<file path="src/sv/pidgd_pkg.sv">
// pidgd_pkg: types and fixed constants for the positional pid with gyro damping
`timescale 1ns / 1ps
package pidgd_pkg;

  typedef enum logic [2:0] {
    S_IDLE,
    S_DIV,
    S_SQ,
    S_LOAD,
    S_MUL,
    S_SAT,
    S_SMOOTH,
    S_DONE
  } state_t;

  localparam int GAIN_W  = 16;
  localparam int FACT_W  = 8;
  localparam int INTEG_W = 32;
  localparam int SQ_BITS = 24;
  localparam int OP_W    = 48;
  localparam int ACC_W   = GAIN_W + OP_W + 3;
  localparam int CNT_W   = 5;
  localparam int TERM_W  = 3;

  localparam logic [46:0] SQ_CAP    = 47'(64'd1 << 46);
  localparam logic [33:0] SQ_LIMIT  = 34'(64'd1 << 23);
  localparam logic [4:0]  LIMIT_DIV = 5'd9;

  localparam logic [TERM_W-1:0] TERM_PROP  = 3'd0;
  localparam logic [TERM_W-1:0] TERM_SQ    = 3'd1;
  localparam logic [TERM_W-1:0] TERM_INTEG = 3'd2;
  localparam logic [TERM_W-1:0] TERM_DERIV = 3'd3;
  localparam logic [TERM_W-1:0] TERM_GYRO  = 3'd4;

  localparam logic [2:0] REG_GAIN_PROP   = 3'd0;
  localparam logic [2:0] REG_GAIN_SQ     = 3'd1;
  localparam logic [2:0] REG_GAIN_INTEG  = 3'd2;
  localparam logic [2:0] REG_GAIN_DERIV  = 3'd3;
  localparam logic [2:0] REG_GAIN_GYRO   = 3'd4;
  localparam logic [2:0] REG_DRIVE_MAX   = 3'd5;
  localparam logic [2:0] REG_DRIVE_MIN   = 3'd6;
  localparam logic [2:0] REG_SMOOTH      = 3'd7;

endpackage

</file>
<file path="src/sv/positional_pid_with_gyro_damping.sv">
// positional pid controller with gyro damping, bit-serial datapath
//
// usage: one input transfer on s_* carries measured, gyro_rate and target;
// one output transfer on m_* carries the drive. the cfg_* channel writes the
// gains, drive limits and smoothing factor by register index; write it only
// while the block is idle. cfg_ready is always high.
// per item a sequencer runs a bit-serial division by 9 for the integral
// limits, then one shared shift-add unit that takes one multiplier bit per
// cycle for the error square and for the gain products of 5 terms, each
// product after a load step; then a saturation step, a smoothing product
// when smoothing is on, and the load of the output register. the block
// returns to idle after each item and takes no new item before that.
// a new item is accepted while the previous drive still waits in the output
// register; the finished drive then waits until that register is free.
// reset clears the registers to their defaults, the previous error, the
// integral and the previous drive.
`timescale 1ns / 1ps
module positional_pid_with_gyro_damping import pidgd_pkg::*; #(
  parameter int DATA_WIDTH = 16,
  parameter int GAIN_FRAC_BITS = 8,
  localparam int IN_W = ((3 * DATA_WIDTH + 7) / 8) * 8,
  localparam int OUT_W = ((DATA_WIDTH + 7) / 8) * 8,
  localparam int CFG_W = (DATA_WIDTH > GAIN_W) ? DATA_WIDTH : GAIN_W
) (
  input  logic             clk,
  input  logic             rst,
  input  logic             s_tvalid,
  output logic             s_tready,
  input  logic [IN_W-1:0]  s_tdata,   // measured, gyro_rate, target
  output logic             m_tvalid,
  input  logic             m_tready,
  output logic [OUT_W-1:0] m_tdata,   // drive
  input  logic             cfg_valid,
  output logic             cfg_ready,
  input  logic [2:0]       cfg_index,
  input  logic [CFG_W-1:0] cfg_data
);

  localparam int DW = DATA_WIDTH;

  state_t state, state_next;

  logic signed [GAIN_W-1:0] gain_prop, gain_sq, gain_integ, gain_deriv, gain_gyro;
  logic signed [DW-1:0]     drive_max, drive_min;
  logic [FACT_W-1:0]        smooth_factor;
  logic signed [DW:0]       prev_error;
  logic signed [INTEG_W-1:0] integral_sum;
  logic signed [DW-1:0]     prev_drive;
  logic [DW-1:0]            drive_out;

  logic signed [DW:0]       err_r;
  logic signed [DW+1:0]     diff_r;
  logic signed [INTEG_W-1:0] integ_r;
  logic signed [DW-1:0]     gyro_r;
  logic                     sq_neg, sq_cap;
  logic [SQ_BITS-1:0]       am_r;
  logic signed [OP_W-1:0]   sq_s;
  logic signed [DW-1:0]     imax, imin;
  logic [DW-1:0]            dsr, qsr;
  logic [3:0]               rem;
  logic                     div_sel;
  logic [CNT_W-1:0]         cnt;
  logic [TERM_W-1:0]        term;
  logic signed [ACC_W-1:0]  mcand, acc;
  logic [SQ_BITS-1:0]       mplier;
  logic signed [DW-1:0]     sat_r, res_r;

  // input decode
  logic signed [DW-1:0]      meas_in, gyro_in, tgt_in;
  logic signed [DW:0]        err_in;
  logic signed [DW+1:0]      diff_in;
  logic signed [INTEG_W:0]   integ_wide;
  logic signed [INTEG_W-1:0] integ_in;
  logic [DW:0]               am_full;
  logic [33:0]               am_ext;

  assign meas_in = s_tdata[DW-1:0];
  assign gyro_in = s_tdata[2*DW-1:DW];
  assign tgt_in  = s_tdata[3*DW-1:2*DW];

  always_comb begin
    err_in     = {tgt_in[DW-1], tgt_in} - {meas_in[DW-1], meas_in};
    diff_in    = {err_in[DW], err_in} - {prev_error[DW], prev_error};
    integ_wide = {integral_sum[INTEG_W-1], integral_sum} + (INTEG_W+1)'(err_in);
    if (integ_wide[INTEG_W] != integ_wide[INTEG_W-1]) begin
      integ_in = integ_wide[INTEG_W] ? {1'b1, {(INTEG_W-1){1'b0}}}
                                     : {1'b0, {(INTEG_W-1){1'b1}}};
    end else begin
      integ_in = integ_wide[INTEG_W-1:0];
    end
    am_full = err_in[DW] ? (DW+1)'(-err_in) : err_in;
    am_ext  = 34'(am_full);
  end

  // bit-serial division by 9 of a limit magnitude
  logic [4:0]           trial;
  logic                 qbit;
  logic [3:0]           rem_next;
  logic [DW-1:0]        qsr_next;
  logic signed [DW-1:0] quo;
  logic                 div_neg;
  logic [DW-1:0]        min_mag, max_mag;

  always_comb begin
    trial    = {rem, dsr[DW-1]};
    qbit     = (trial >= LIMIT_DIV);
    rem_next = qbit ? 4'(trial - LIMIT_DIV) : trial[3:0];
    qsr_next = {qsr[DW-2:0], qbit};
    div_neg  = div_sel ? drive_min[DW-1] : drive_max[DW-1];
    quo      = div_neg ? DW'(-qsr_next) : qsr_next;
    max_mag  = drive_max[DW-1] ? DW'(-drive_max) : drive_max;
    min_mag  = drive_min[DW-1] ? DW'(-drive_min) : drive_min;
  end

  // shared shift-add unit
  logic                    step_en, sub;
  logic signed [ACC_W-1:0] addend, acc_next;

  always_comb begin
    if (mplier[0]) begin
      addend = sub ? -mcand : mcand;
    end else begin
      addend = '0;
    end
    acc_next = step_en ? acc + addend : acc;
  end

  // square result
  logic [46:0]            sq_val;
  logic signed [OP_W-1:0] sq_next;

  always_comb begin
    sq_val  = sq_cap ? SQ_CAP : acc_next[46:0];
    sq_next = sq_neg ? -{1'b0, sq_val} : {1'b0, sq_val};
  end

  // term operand and gain
  logic signed [ACC_W-1:0]  op_sel;
  logic signed [GAIN_W-1:0] gain_sel;

  always_comb begin
    case (term)
      TERM_PROP:  begin op_sel = ACC_W'(err_r);   gain_sel = gain_prop;  end
      TERM_SQ:    begin op_sel = ACC_W'(sq_s);    gain_sel = gain_sq;    end
      TERM_INTEG: begin op_sel = ACC_W'(integ_r); gain_sel = gain_integ; end
      TERM_DERIV: begin op_sel = ACC_W'(diff_r);  gain_sel = gain_deriv; end
      default:    begin op_sel = ACC_W'(gyro_r);  gain_sel = gain_gyro;  end
    endcase
  end

  // saturation, integral clamp, smoothing
  logic signed [ACC_W-1:0]   sum_sh;
  logic signed [DW-1:0]      sat_val;
  logic signed [INTEG_W:0]   integ_x, imax_x, imin_x;
  logic signed [INTEG_W-1:0] integ_clamp;
  logic signed [DW:0]        smooth_d;
  logic signed [ACC_W-1:0]   smooth_sh;
  logic signed [DW-1:0]      res_val;

  always_comb begin
    sum_sh = acc >>> GAIN_FRAC_BITS;
    if (sum_sh > ACC_W'(drive_max)) begin
      sat_val = drive_max;
    end else if (sum_sh < ACC_W'(drive_min)) begin
      sat_val = drive_min;
    end else begin
      sat_val = sum_sh[DW-1:0];
    end
    integ_x = (INTEG_W+1)'(integ_r);
    imax_x  = (INTEG_W+1)'(imax);
    imin_x  = (INTEG_W+1)'(imin);
    if (integ_x > imax_x) begin
      integ_clamp = INTEG_W'(imax);
    end else if (integ_x < imin_x) begin
      integ_clamp = INTEG_W'(imin);
    end else begin
      integ_clamp = integ_r;
    end
    smooth_d  = {prev_drive[DW-1], prev_drive} - {sat_val[DW-1], sat_val};
    smooth_sh = acc_next >>> FACT_W;
    res_val   = sat_r + smooth_sh[DW-1:0];
  end

  logic out_load;

  // next state
  always_comb begin
    state_next = state;
    unique case (state)
      S_IDLE:   if (s_tvalid) state_next = S_DIV;
      S_DIV:    if (cnt == CNT_W'(DW - 1) && div_sel) state_next = S_SQ;
      S_SQ:     if (cnt == CNT_W'(SQ_BITS - 1)) state_next = S_LOAD;
      S_LOAD:   state_next = S_MUL;
      S_MUL: begin
        if (cnt == CNT_W'(GAIN_W - 1)) begin
          state_next = (term == TERM_GYRO) ? S_SAT : S_LOAD;
        end
      end
      S_SAT:    state_next = (smooth_factor == '0) ? S_DONE : S_SMOOTH;
      S_SMOOTH: if (cnt == CNT_W'(FACT_W - 1)) state_next = S_DONE;
      S_DONE:   if (!m_tvalid || m_tready) state_next = S_IDLE;
      default:  state_next = S_IDLE;
    endcase
  end

  // control outputs
  always_comb begin
    s_tready = (state == S_IDLE);
    cfg_ready = 1'b1;
    step_en  = (state == S_SQ) || (state == S_MUL) || (state == S_SMOOTH);
    sub      = (state == S_MUL) && (cnt == CNT_W'(GAIN_W - 1));
    out_load = (state == S_DONE) && (!m_tvalid || m_tready);
  end

  assign m_tdata = OUT_W'(drive_out);

  // control state, registers and loop state
  always_ff @(posedge clk) begin
    if (rst) begin
      state         <= S_IDLE;
      m_tvalid      <= 1'b0;
      gain_prop     <= '0;
      gain_sq       <= '0;
      gain_integ    <= '0;
      gain_deriv    <= '0;
      gain_gyro     <= '0;
      drive_max     <= {1'b0, {(DW-1){1'b1}}};
      drive_min     <= {1'b1, {(DW-1){1'b0}}};
      smooth_factor <= '0;
      prev_error    <= '0;
      integral_sum  <= '0;
      prev_drive    <= '0;
    end else begin
      state <= state_next;
      if (cfg_valid && cfg_ready) begin
        unique case (cfg_index)
          REG_GAIN_PROP:  gain_prop     <= cfg_data[GAIN_W-1:0];
          REG_GAIN_SQ:    gain_sq       <= cfg_data[GAIN_W-1:0];
          REG_GAIN_INTEG: gain_integ    <= cfg_data[GAIN_W-1:0];
          REG_GAIN_DERIV: gain_deriv    <= cfg_data[GAIN_W-1:0];
          REG_GAIN_GYRO:  gain_gyro     <= cfg_data[GAIN_W-1:0];
          REG_DRIVE_MAX:  drive_max     <= cfg_data[DW-1:0];
          REG_DRIVE_MIN:  drive_min     <= cfg_data[DW-1:0];
          REG_SMOOTH:     smooth_factor <= cfg_data[FACT_W-1:0];
          default: ;
        endcase
      end
      if (s_tvalid && s_tready) begin
        prev_error <= err_in;
      end
      if (state == S_SAT) begin
        integral_sum <= integ_clamp;
      end
      if (out_load) begin
        m_tvalid   <= 1'b1;
        prev_drive <= res_r;
      end else if (m_tready) begin
        m_tvalid <= 1'b0;
      end
    end
  end

  // datapath
  always_ff @(posedge clk) begin
    unique case (state)
      S_IDLE: begin
        err_r   <= err_in;
        diff_r  <= diff_in;
        integ_r <= integ_in;
        gyro_r  <= gyro_in;
        sq_neg  <= err_in[DW];
        sq_cap  <= (am_ext > SQ_LIMIT);
        am_r    <= am_ext[SQ_BITS-1:0];
        dsr     <= max_mag;
        rem     <= '0;
        qsr     <= '0;
        div_sel <= 1'b0;
        cnt     <= '0;
      end
      S_DIV: begin
        if (cnt == CNT_W'(DW - 1)) begin
          cnt <= '0;
          if (!div_sel) begin
            imax    <= quo;
            div_sel <= 1'b1;
            dsr     <= min_mag;
            rem     <= '0;
            qsr     <= '0;
          end else begin
            imin   <= quo;
            mcand  <= ACC_W'(am_r);
            mplier <= am_r;
            acc    <= '0;
          end
        end else begin
          dsr <= dsr << 1;
          rem <= rem_next;
          qsr <= qsr_next;
          cnt <= cnt + 1'b1;
        end
      end
      S_SQ: begin
        mcand  <= mcand <<< 1;
        mplier <= mplier >> 1;
        cnt    <= cnt + 1'b1;
        if (cnt == CNT_W'(SQ_BITS - 1)) begin
          sq_s <= sq_next;
          acc  <= '0;
          term <= TERM_PROP;
        end else begin
          acc <= acc_next;
        end
      end
      S_LOAD: begin
        mcand  <= op_sel;
        mplier <= SQ_BITS'($unsigned(gain_sel));
        cnt    <= '0;
      end
      S_MUL: begin
        acc    <= acc_next;
        mcand  <= mcand <<< 1;
        mplier <= mplier >> 1;
        cnt    <= cnt + 1'b1;
        if (cnt == CNT_W'(GAIN_W - 1)) begin
          term <= term + 1'b1;
        end
      end
      S_SAT: begin
        sat_r  <= sat_val;
        res_r  <= sat_val;
        mcand  <= ACC_W'(smooth_d);
        mplier <= SQ_BITS'(smooth_factor);
        acc    <= '0;
        cnt    <= '0;
      end
      S_SMOOTH: begin
        acc    <= acc_next;
        mcand  <= mcand <<< 1;
        mplier <= mplier >> 1;
        cnt    <= cnt + 1'b1;
        if (cnt == CNT_W'(FACT_W - 1)) begin
          res_r <= res_val;
        end
      end
      S_DONE: begin
        if (!m_tvalid || m_tready) begin
          drive_out <= res_r;
        end
      end
      default: ;
    endcase
  end

`ifndef SYNTHESIS
  // an accepted item always starts with the limit division
  a_accept_div: assert property (@(posedge clk) disable iff (rst)
    s_tvalid && s_tready |=> state == S_DIV)
    else $error("accepted item did not start division");

  // the sign bit of a gain ends each product
  a_mul_end: assert property (@(posedge clk) disable iff (rst)
    state == S_MUL && cnt == CNT_W'(GAIN_W - 1) |=> state == S_LOAD || state == S_SAT)
    else $error("product did not end after the gain sign bit");

  // a finished drive with a free output register shows up next cycle
  a_out_load: assert property (@(posedge clk) disable iff (rst)
    state == S_DONE && !m_tvalid |=> m_tvalid && state == S_IDLE)
    else $error("finished drive not presented");
`endif

endmodule

</file>
<file path="config.mk">
export PLATFORM = sky130hd
export DESIGN_NAME = positional_pid_with_gyro_damping
export DESIGN_NICKNAME = d
export VERILOG_FILES = /design/src/sv/pidgd_pkg.sv /design/src/sv/positional_pid_with_gyro_damping.sv
export SDC_FILE = /design/constraint.sdc
export NUM_CORES = 2
export LEC_CHECK = 0
export BUFFER_PORTS_ARGS = -buffer_cell sky130_fd_sc_hd__buf_2
export CORE_ASPECT_RATIO = 1.2
export CORE_UTILIZATION = 37
export DETAILED_ROUTE_END_ITERATION = 12
export SETUP_SLACK_MARGIN = 0.3
export SLEW_MARGIN = 15
export SYNTH_ARGS = -nofsm -noshare
export SYNTH_HDL_FRONTEND = slang
export SYNTH_SLANG_ARGS = --single-unit
</file>
<file path="constraint.sdc">
create_clock -name clk -period 9.15 [get_ports clk]
set_clock_uncertainty 0.1 [all_clocks]
set_input_delay 0.4575 -clock clk [delete_from_list [all_inputs] [get_ports clk]]
set_output_delay 0.4575 -clock clk [all_outputs]
set_load 0.01 [all_outputs]
</file>
Yosys cells after proc, flatten, opt, wreduce, memory -nomap -nowiden. Cells that the tools add are included. Widths: inputs -> output; s select.

Register bits after elaboration: 621. Logic and storage cells: 188. Output and inout port bits: 19. Bits of input ports: 72.

Mux-type cells: 58. $add $sub $neg: 15. Magnitude comparators: 6. Equal/unequal tests: 31. Bitwise operators: 1. Reduce and logical (&&, ||, !) cells: 41.

Operators with widths (number): $pmux 67 s4 (3); $mux 67 (8); $mux 16 (8); $mux 32 (4); $pmux 24 s4 (1); $mux 47 (2); $add 67x67->67 (1); $neg 67->67 (1); $pmux 16 s2 (2); $pmux 16 s4 (1); $gt 59x16->1 (1); $lt 59x16->1 (1); $mux 24 (2); $neg 16->16 (3); $neg 47->48 (1); $sub 16x16->17 (2); $add 32x17->33 (1); $gt 32x16->1 (1); $lt 32x16->1 (1); $mux 15 (2); $pmux 15 s2 (1); $eq 3x3->1 const B (9); $mux 3 (9); $reduce_and 2->1 (13); other kinds (39) (74).

Longest topological paths before layout.
Word-level depth: 9. Gate-level depth with buffers: 34. Depth with buffers taken out: 33.

Worst setup path after synthesis. OpenSTA, ideal clock, no wires.

Kind: reg-to-reg. From: reg cnt[0]. To: reg mcand[0] (enable). Cell stages (with the launch flop): 7. Path slack: 1.645 ns. Arrival: 6.413 ns. Setup time: 0.992 ns. Buffers on the path: 1. Clock period less this slack: 7.505 ns. Data required time: 8.058 ns. Path through: edfxtp_1 ha_1 and3_1 ha_1 clkbuf_1 a31oi_1 a31oi_1.

Longest elaborated chain between the ends: 3.

RTL lines: start: declaration (line positional_pid_with_gyro_damping.sv:62) `logic [CNT_W-1:0] cnt;`; start signal: assignment (line positional_pid_with_gyro_damping.sv:299) `cnt <= cnt + 1'b1;`; start signal: assignment (line positional_pid_with_gyro_damping.sv:305) `cnt <= cnt + 1'b1;`; start signal: assignment (line positional_pid_with_gyro_damping.sv:323) `cnt <= cnt + 1'b1;`; $eq 5x4->1 (line positional_pid_with_gyro_damping.sv:281) `if (cnt == CNT_W'(DW - 1)) begin`; $ne 2x2->1 (no source line); $reduce_and 3->1 (no source line); end signal: assignment (line positional_pid_with_gyro_damping.sv:291) `mcand <= ACC_W'(am_r);`; end signal: assignment (line positional_pid_with_gyro_damping.sv:303) `mcand <= mcand <<< 1;`; end signal: assignment (line positional_pid_with_gyro_damping.sv:315) `mcand <= op_sel;`; end: declaration (line positional_pid_with_gyro_damping.sv:64) `logic signed [ACC_W-1:0] mcand, acc;`.

No other way between the ends. A chain may end at the register's enable or synchronous reset.

Final worst setup path.
From: reg mcand[15]. To: reg acc[66], data pin.

Longest elaborated chain between the ends: 7.

RTL lines: $neg 67->67 (line positional_pid_with_gyro_damping.sv:121) `addend = sub ? -mcand : mcand;`; $mux 67 (*) (line positional_pid_with_gyro_damping.sv:121); $mux 67 (*) (line positional_pid_with_gyro_damping.sv:120) `if (mplier[0]) begin`; $add 67x67->67 (*) (line positional_pid_with_gyro_damping.sv:125) `acc_next = step_en ? acc + addend : acc;`; $mux 67 (*) (line positional_pid_with_gyro_damping.sv:125); $mux 67 (line positional_pid_with_gyro_damping.sv:306) `if (cnt == CNT_W'(SQ_BITS - 1)) begin`; $pmux 67 s4 (*) (line positional_pid_with_gyro_damping.sv:265) `unique case (state)`; end signal: assignment (line positional_pid_with_gyro_damping.sv:311) `acc <= acc_next;`; end signal: assignment (line positional_pid_with_gyro_damping.sv:320) `acc <= acc_next;`; end signal: assignment (line positional_pid_with_gyro_damping.sv:337) `acc <= acc_next;`; end: declaration (line positional_pid_with_gyro_damping.sv:64).

Mark *: on every way between the ends. The rest lies on a longest branch, timed or not.

==> impl_summary.log <==
INFO  metric outcome = finished clean
INFO  metric max_cap_viol_count = 0
INFO  metric p_total = approximately 13 mW
INFO  metric synth_enable_flop_cells = 422
INFO  metric yosys_register_bits = 611
INFO  metric pin_count_of_the_biggest_net_entering_global_routing = 90
INFO  metric synth.top_cells.by_area = edfxtp_1 31%, ha_1 11%, dfxtp_1 9.2%
INFO  metric n_antenna_cell = 0
INFO  metric worst_hold_path_type = input pin to flop
INFO  metric area_of_the_core = around 110000 um2
INFO  metric floorplan.io_pins = 91
INFO  metric synth_simple_gate_area_share = about 16%
INFO  metric postCtsSetupRepairBufs = 0
INFO  metric combinationalPowerShare = a little over two fifths
INFO  metric cpMaxStageDelayCell = a311oi_1
INFO  metric grt.overflow.total = 0
INFO  metric cpPeakStageDelay = around 0.82 ns
INFO  metric yosys_most_used_dff = edfxtp_1
INFO  metric rsz0062_at_grt = false
INFO  metric synth.top_cell.area_share = around 31%
INFO  metric setup_total_negative_slack = 0 ns
INFO  metric wirelength = approximately 130 mm
INFO  metric power.internal = 7.81 mW
INFO  metric power-per-cell-area = between 200 and 300 nW/um2
INFO  metric number_of_antenna_violations_at_the_first_check_in_global_routing = 1
INFO  metric area_fraction_in_compound_gates_after_synthesis = approximately a fifth
INFO  metric cell_breakdown_of_the_critical_path = or3_1 -> or4_1 -> or3_1 -> or2_2 -> nor2_2 -> nand4b_1 -> or4_1 -> nor4_2 -> o21ai_0 -> a21boi_0 -> ha_1 -> a21oi_1 -> o21ai_0 -> a21o_1 -> a21o_1 -> a21o_1 -> a21oi_1 -> a31oi_1 -> a311oi_1 -> o21ai_0 -> a2111o_1 -> a31o_2 -> a21oi_1
INFO  metric die_y = 367 um
INFO  metric path_type_of_the_worst_setup_path = flop to flop
INFO  metric transition_time_of_the_tightest_slew_check_pin = 1.16 ns
INFO  metric worst_setup_path_start_kind = flop
INFO  metric critPathMaxFanout = 10
INFO  metric h_tree_level_count = 3
INFO  metric bufs_on_longest_clock_path = 3
INFO  metric postSynthAreaPerCell = roughly 9.0 um2
INFO  metric worst_setup_hold_path_clk_slew = around 0.06 ns
INFO  metric cp_num_buf_inv = 0
INFO  metric final_hold_viol_count = 0
INFO  metric syn_area = 41100 um2
INFO  metric place.gp.congestion = around 0.94
INFO  metric buffer_ports.inserted = slightly below 90
INFO  metric clock-root-buffer = clkbuf_16
INFO  metric power.clock.fraction = between 20 and 25%
INFO  metric area_delta_synth_final = 11.3%
INFO  metric cp_data_arrival_time = roughly 8.1 ns
INFO  metric horizontal_die_dimension = ~300 um
INFO  metric design.final.nets = between 5k and 6k
INFO  metric drv_slew = 0
INFO  metric synth.area.mux_share = under 10%
INFO  metric post_synth_fa_ha_maj_area_fraction = around 11%
INFO  metric period_needed = ~7.7 ns
INFO  metric numClockSinks = 611
INFO  metric synth-async-reset-ratio = 0%
INFO  metric synth.yosys.seq_area_share = 40.1%
INFO  metric leakage = 17.9 nW
INFO  metric worst_ep_required_time = between 9 and 10 ns
INFO  metric critPathTopFamily = compound AO/OA/AOI/OAI gates
INFO  metric vias_per_cell = 5.74
INFO  metric synth_top_family_by_area = compound AO/OA/AOI/OAI gates
INFO  metric max-vdd-ir-drop = roughly 0.00018 V
INFO  metric report.final.setup_viol = 0
INFO  metric net_sw_power = 5.60 mW
INFO  metric maxClockFrequency = around 0.13 GHz
INFO  metric drt-wirelength-per-cell = between 20 and 25 um
INFO  metric ys_types = 93
INFO  metric layout_worst_path_cycle_share = between 80% and 90%
INFO  metric floorplan.initialDensity = 37.4%
INFO  metric dp_hpwl = between 90 and 100 mm
INFO  metric routed-via-count = roughly 35k
INFO  metric cts_tree = built
INFO  metric postSynthNetCount = 4985
INFO  metric post_synth_xor_area_fraction = 5.87%
INFO  metric first_global_vias = 33.0k
INFO  metric slew-limit-headroom = ~22%
INFO  metric fillers = around 11k
INFO  metric share_seq_of_total_power = a little over a third
INFO  metric layout-drive-gt1-share = 7.45%
INFO  metric yosys_warnings = 0
INFO  metric detailed_route_iter0_violations = ~3.0k
INFO  metric gate_count_after_technology_mapping = about 4.6k
INFO  metric cp_endpoint_kind = flop
INFO  metric swShare = 41.8%
INFO  metric insertion_delay = about 0.66 ns
INFO  metric drc = 0
INFO  metric floorplan.die_area = roughly 110000 um2
INFO  metric yosys.area.top_type = edfxtp_1
INFO  metric drt_pre_antenna_iters = 6
INFO  metric final_core_utilization = between 40 and 50%
INFO  metric grt_pass1_wl = 197 mm
INFO  metric placementRows = 133
INFO  metric post_detailed_route_count_of_antenna_violating_nets = 0
INFO  metric grt_use_total = 22.5%
INFO  metric tritoncts.num_buffers = 70
[sequential cells by signal, indices dropped and copies added, names as in the netlist, 17 cells and up]
| register | flops |
|---|---|
| diff_r | 18 |
| integ_r | 32 |
| integral_sum | 32 |
| err_r | 17 |
| acc | 67 |
| mplier | 17 |
| sq_s | 48 |
| prev_error | 17 |
| mcand | 67 |
[metal layers]
metal / up-vias / wire, um / track usage, %
li1: 16769 / - / -
met2: 1088 / 63900 / 39.5
met3: 253 / 6520 / 2.68
met4: 2 / 5320 / 9.01
met5: - / 13 / 0
met1: 16689 / 53800 / 28.0
[worst paths after layout]
path | from | endpoint | slack [ns] | cells after the start
setup / recovery | mcand[15]$_DFFE_PP_ | acc[66]$_SDFFCE_PP0P_ | 1.40 | 23
hold / removal | cfg_data[13] | gain_integ[13]$_SDFFE_PP0P_ | 0.05 | 3
setup reg to reg | mcand[15]$_DFFE_PP_ | acc[66]$_SDFFCE_PP0P_ | 1.40 | 23
hold reg to reg | prev_error[3]$_SDFFE_PP0P_ | prev_error[3]$_SDFFE_PP0P_ | 0.35 | 2
[through the flow]
stage                     cells  worst slack (ns)  area (um2)  hold slack [ns]
after floorplan            4553              1.65       41100            0.326
after global placement     5918              1.55       43100            0.341
after detailed placement   5918              1.34       43100            0.347
after CTS                  6063              1.45       45700           0.0132
after global routing       6063             0.894       45700           0.0374
final                      6063              1.40       45700           0.0470
[cell usage after synthesis, drive strengths merged (45+ instances only)]
library cell / count
nand2: 569
a21oi: 513
edfxtp: 422
ha: 354
nor2: 322
o21ai: 243
inv: 237
dfxtp: 189
clkbuf: 184
xnor2: 180
nand3: 97
xor2: 95
a21o: 90
and2: 85
a22oi: 82
nor3: 65
nand4: 63
a31oi: 52
o31ai: 47
mux2i: 46
a211oi: 45
a221oi: 45
[repair_timing]
item	CTS	global route
endpoints found under the hold margin	21	0
hold buffers	17	0
gates resized for setup	0	0
[placed cells by master (no fill, tap or decap), types with 24 or more instances in the layout]
| cell type | n |
|---|---|
| nor2b_1 | 29 |
| a31oi_1 | 50 |
| nor4_1 | 27 |
| nand3_1 | 97 |
| mux2i_1 | 44 |
| nand4_1 | 62 |
| a211oi_1 | 45 |
| a22oi_1 | 82 |
| a21o_1 | 90 |
| dfxtp_1 | 188 |
| and3_1 | 35 |
| nand2b_1 | 34 |
| xnor2_1 | 180 |
| nand2_1 | 569 |
| edfxtp_1 | 422 |
| nor2_1 | 316 |
| o21a_1 | 24 |
| and2_1 | 85 |
| a21oi_1 | 507 |
| o31ai_1 | 42 |
| o21ai_0 | 227 |
| inv_1 | 236 |
| o21bai_1 | 31 |
| buf_2 | 88 |
| clkbuf_16 | 73 |
| nor3_1 | 64 |
| or3_1 | 35 |
| a221o_1 | 30 |
| a221oi_1 | 45 |
| ha_1 | 354 |
| xor2_1 | 95 |
| buf_4 | 75 |
[tightest hold or removal path, stage by stage]
cell and delay [ns]:
buf_2 0.17, nand2_1 0.08, a21oi_1 0.05
[cell families (layout without fill, tap and decap cells)]
group | count (synthesis) | in the layout
compound gates | 1365 | 1365
xor+xnor | 275 | 275
fa+ha+maj | 365 | 365
buf+inv | 455 | 548
flops | 611 | 611
mux | 51 | 51
other cells | 1 | 1
simple gates | 1430 | 1430
[power groups by stage]
stage	Sequential [mW]	Combinational [mW]	Clock, mW
floorplan	4.41	4.20	0
finish	4.66	5.80	2.96
CTS	4.66	5.75	3.01
detailed placement	4.71	5.70	0
global route	4.72	6.39	3.11
global placement	4.71	5.64	0
[final cells by class]
cell class                 instances  area (um2)  share of cell area, %
inverter                         240         901                   1.97
clock buffer                      97        2010                   4.39
timing repair buffer             180        1170                   2.57
clock inverter                    31         398                  0.871
sequential                       611       16500                   36.0
multi-input combinational       3487       23000                   50.3
tap                             1417        1770                   3.88
No activity file was read; power rests on OpenSTA's default activity.
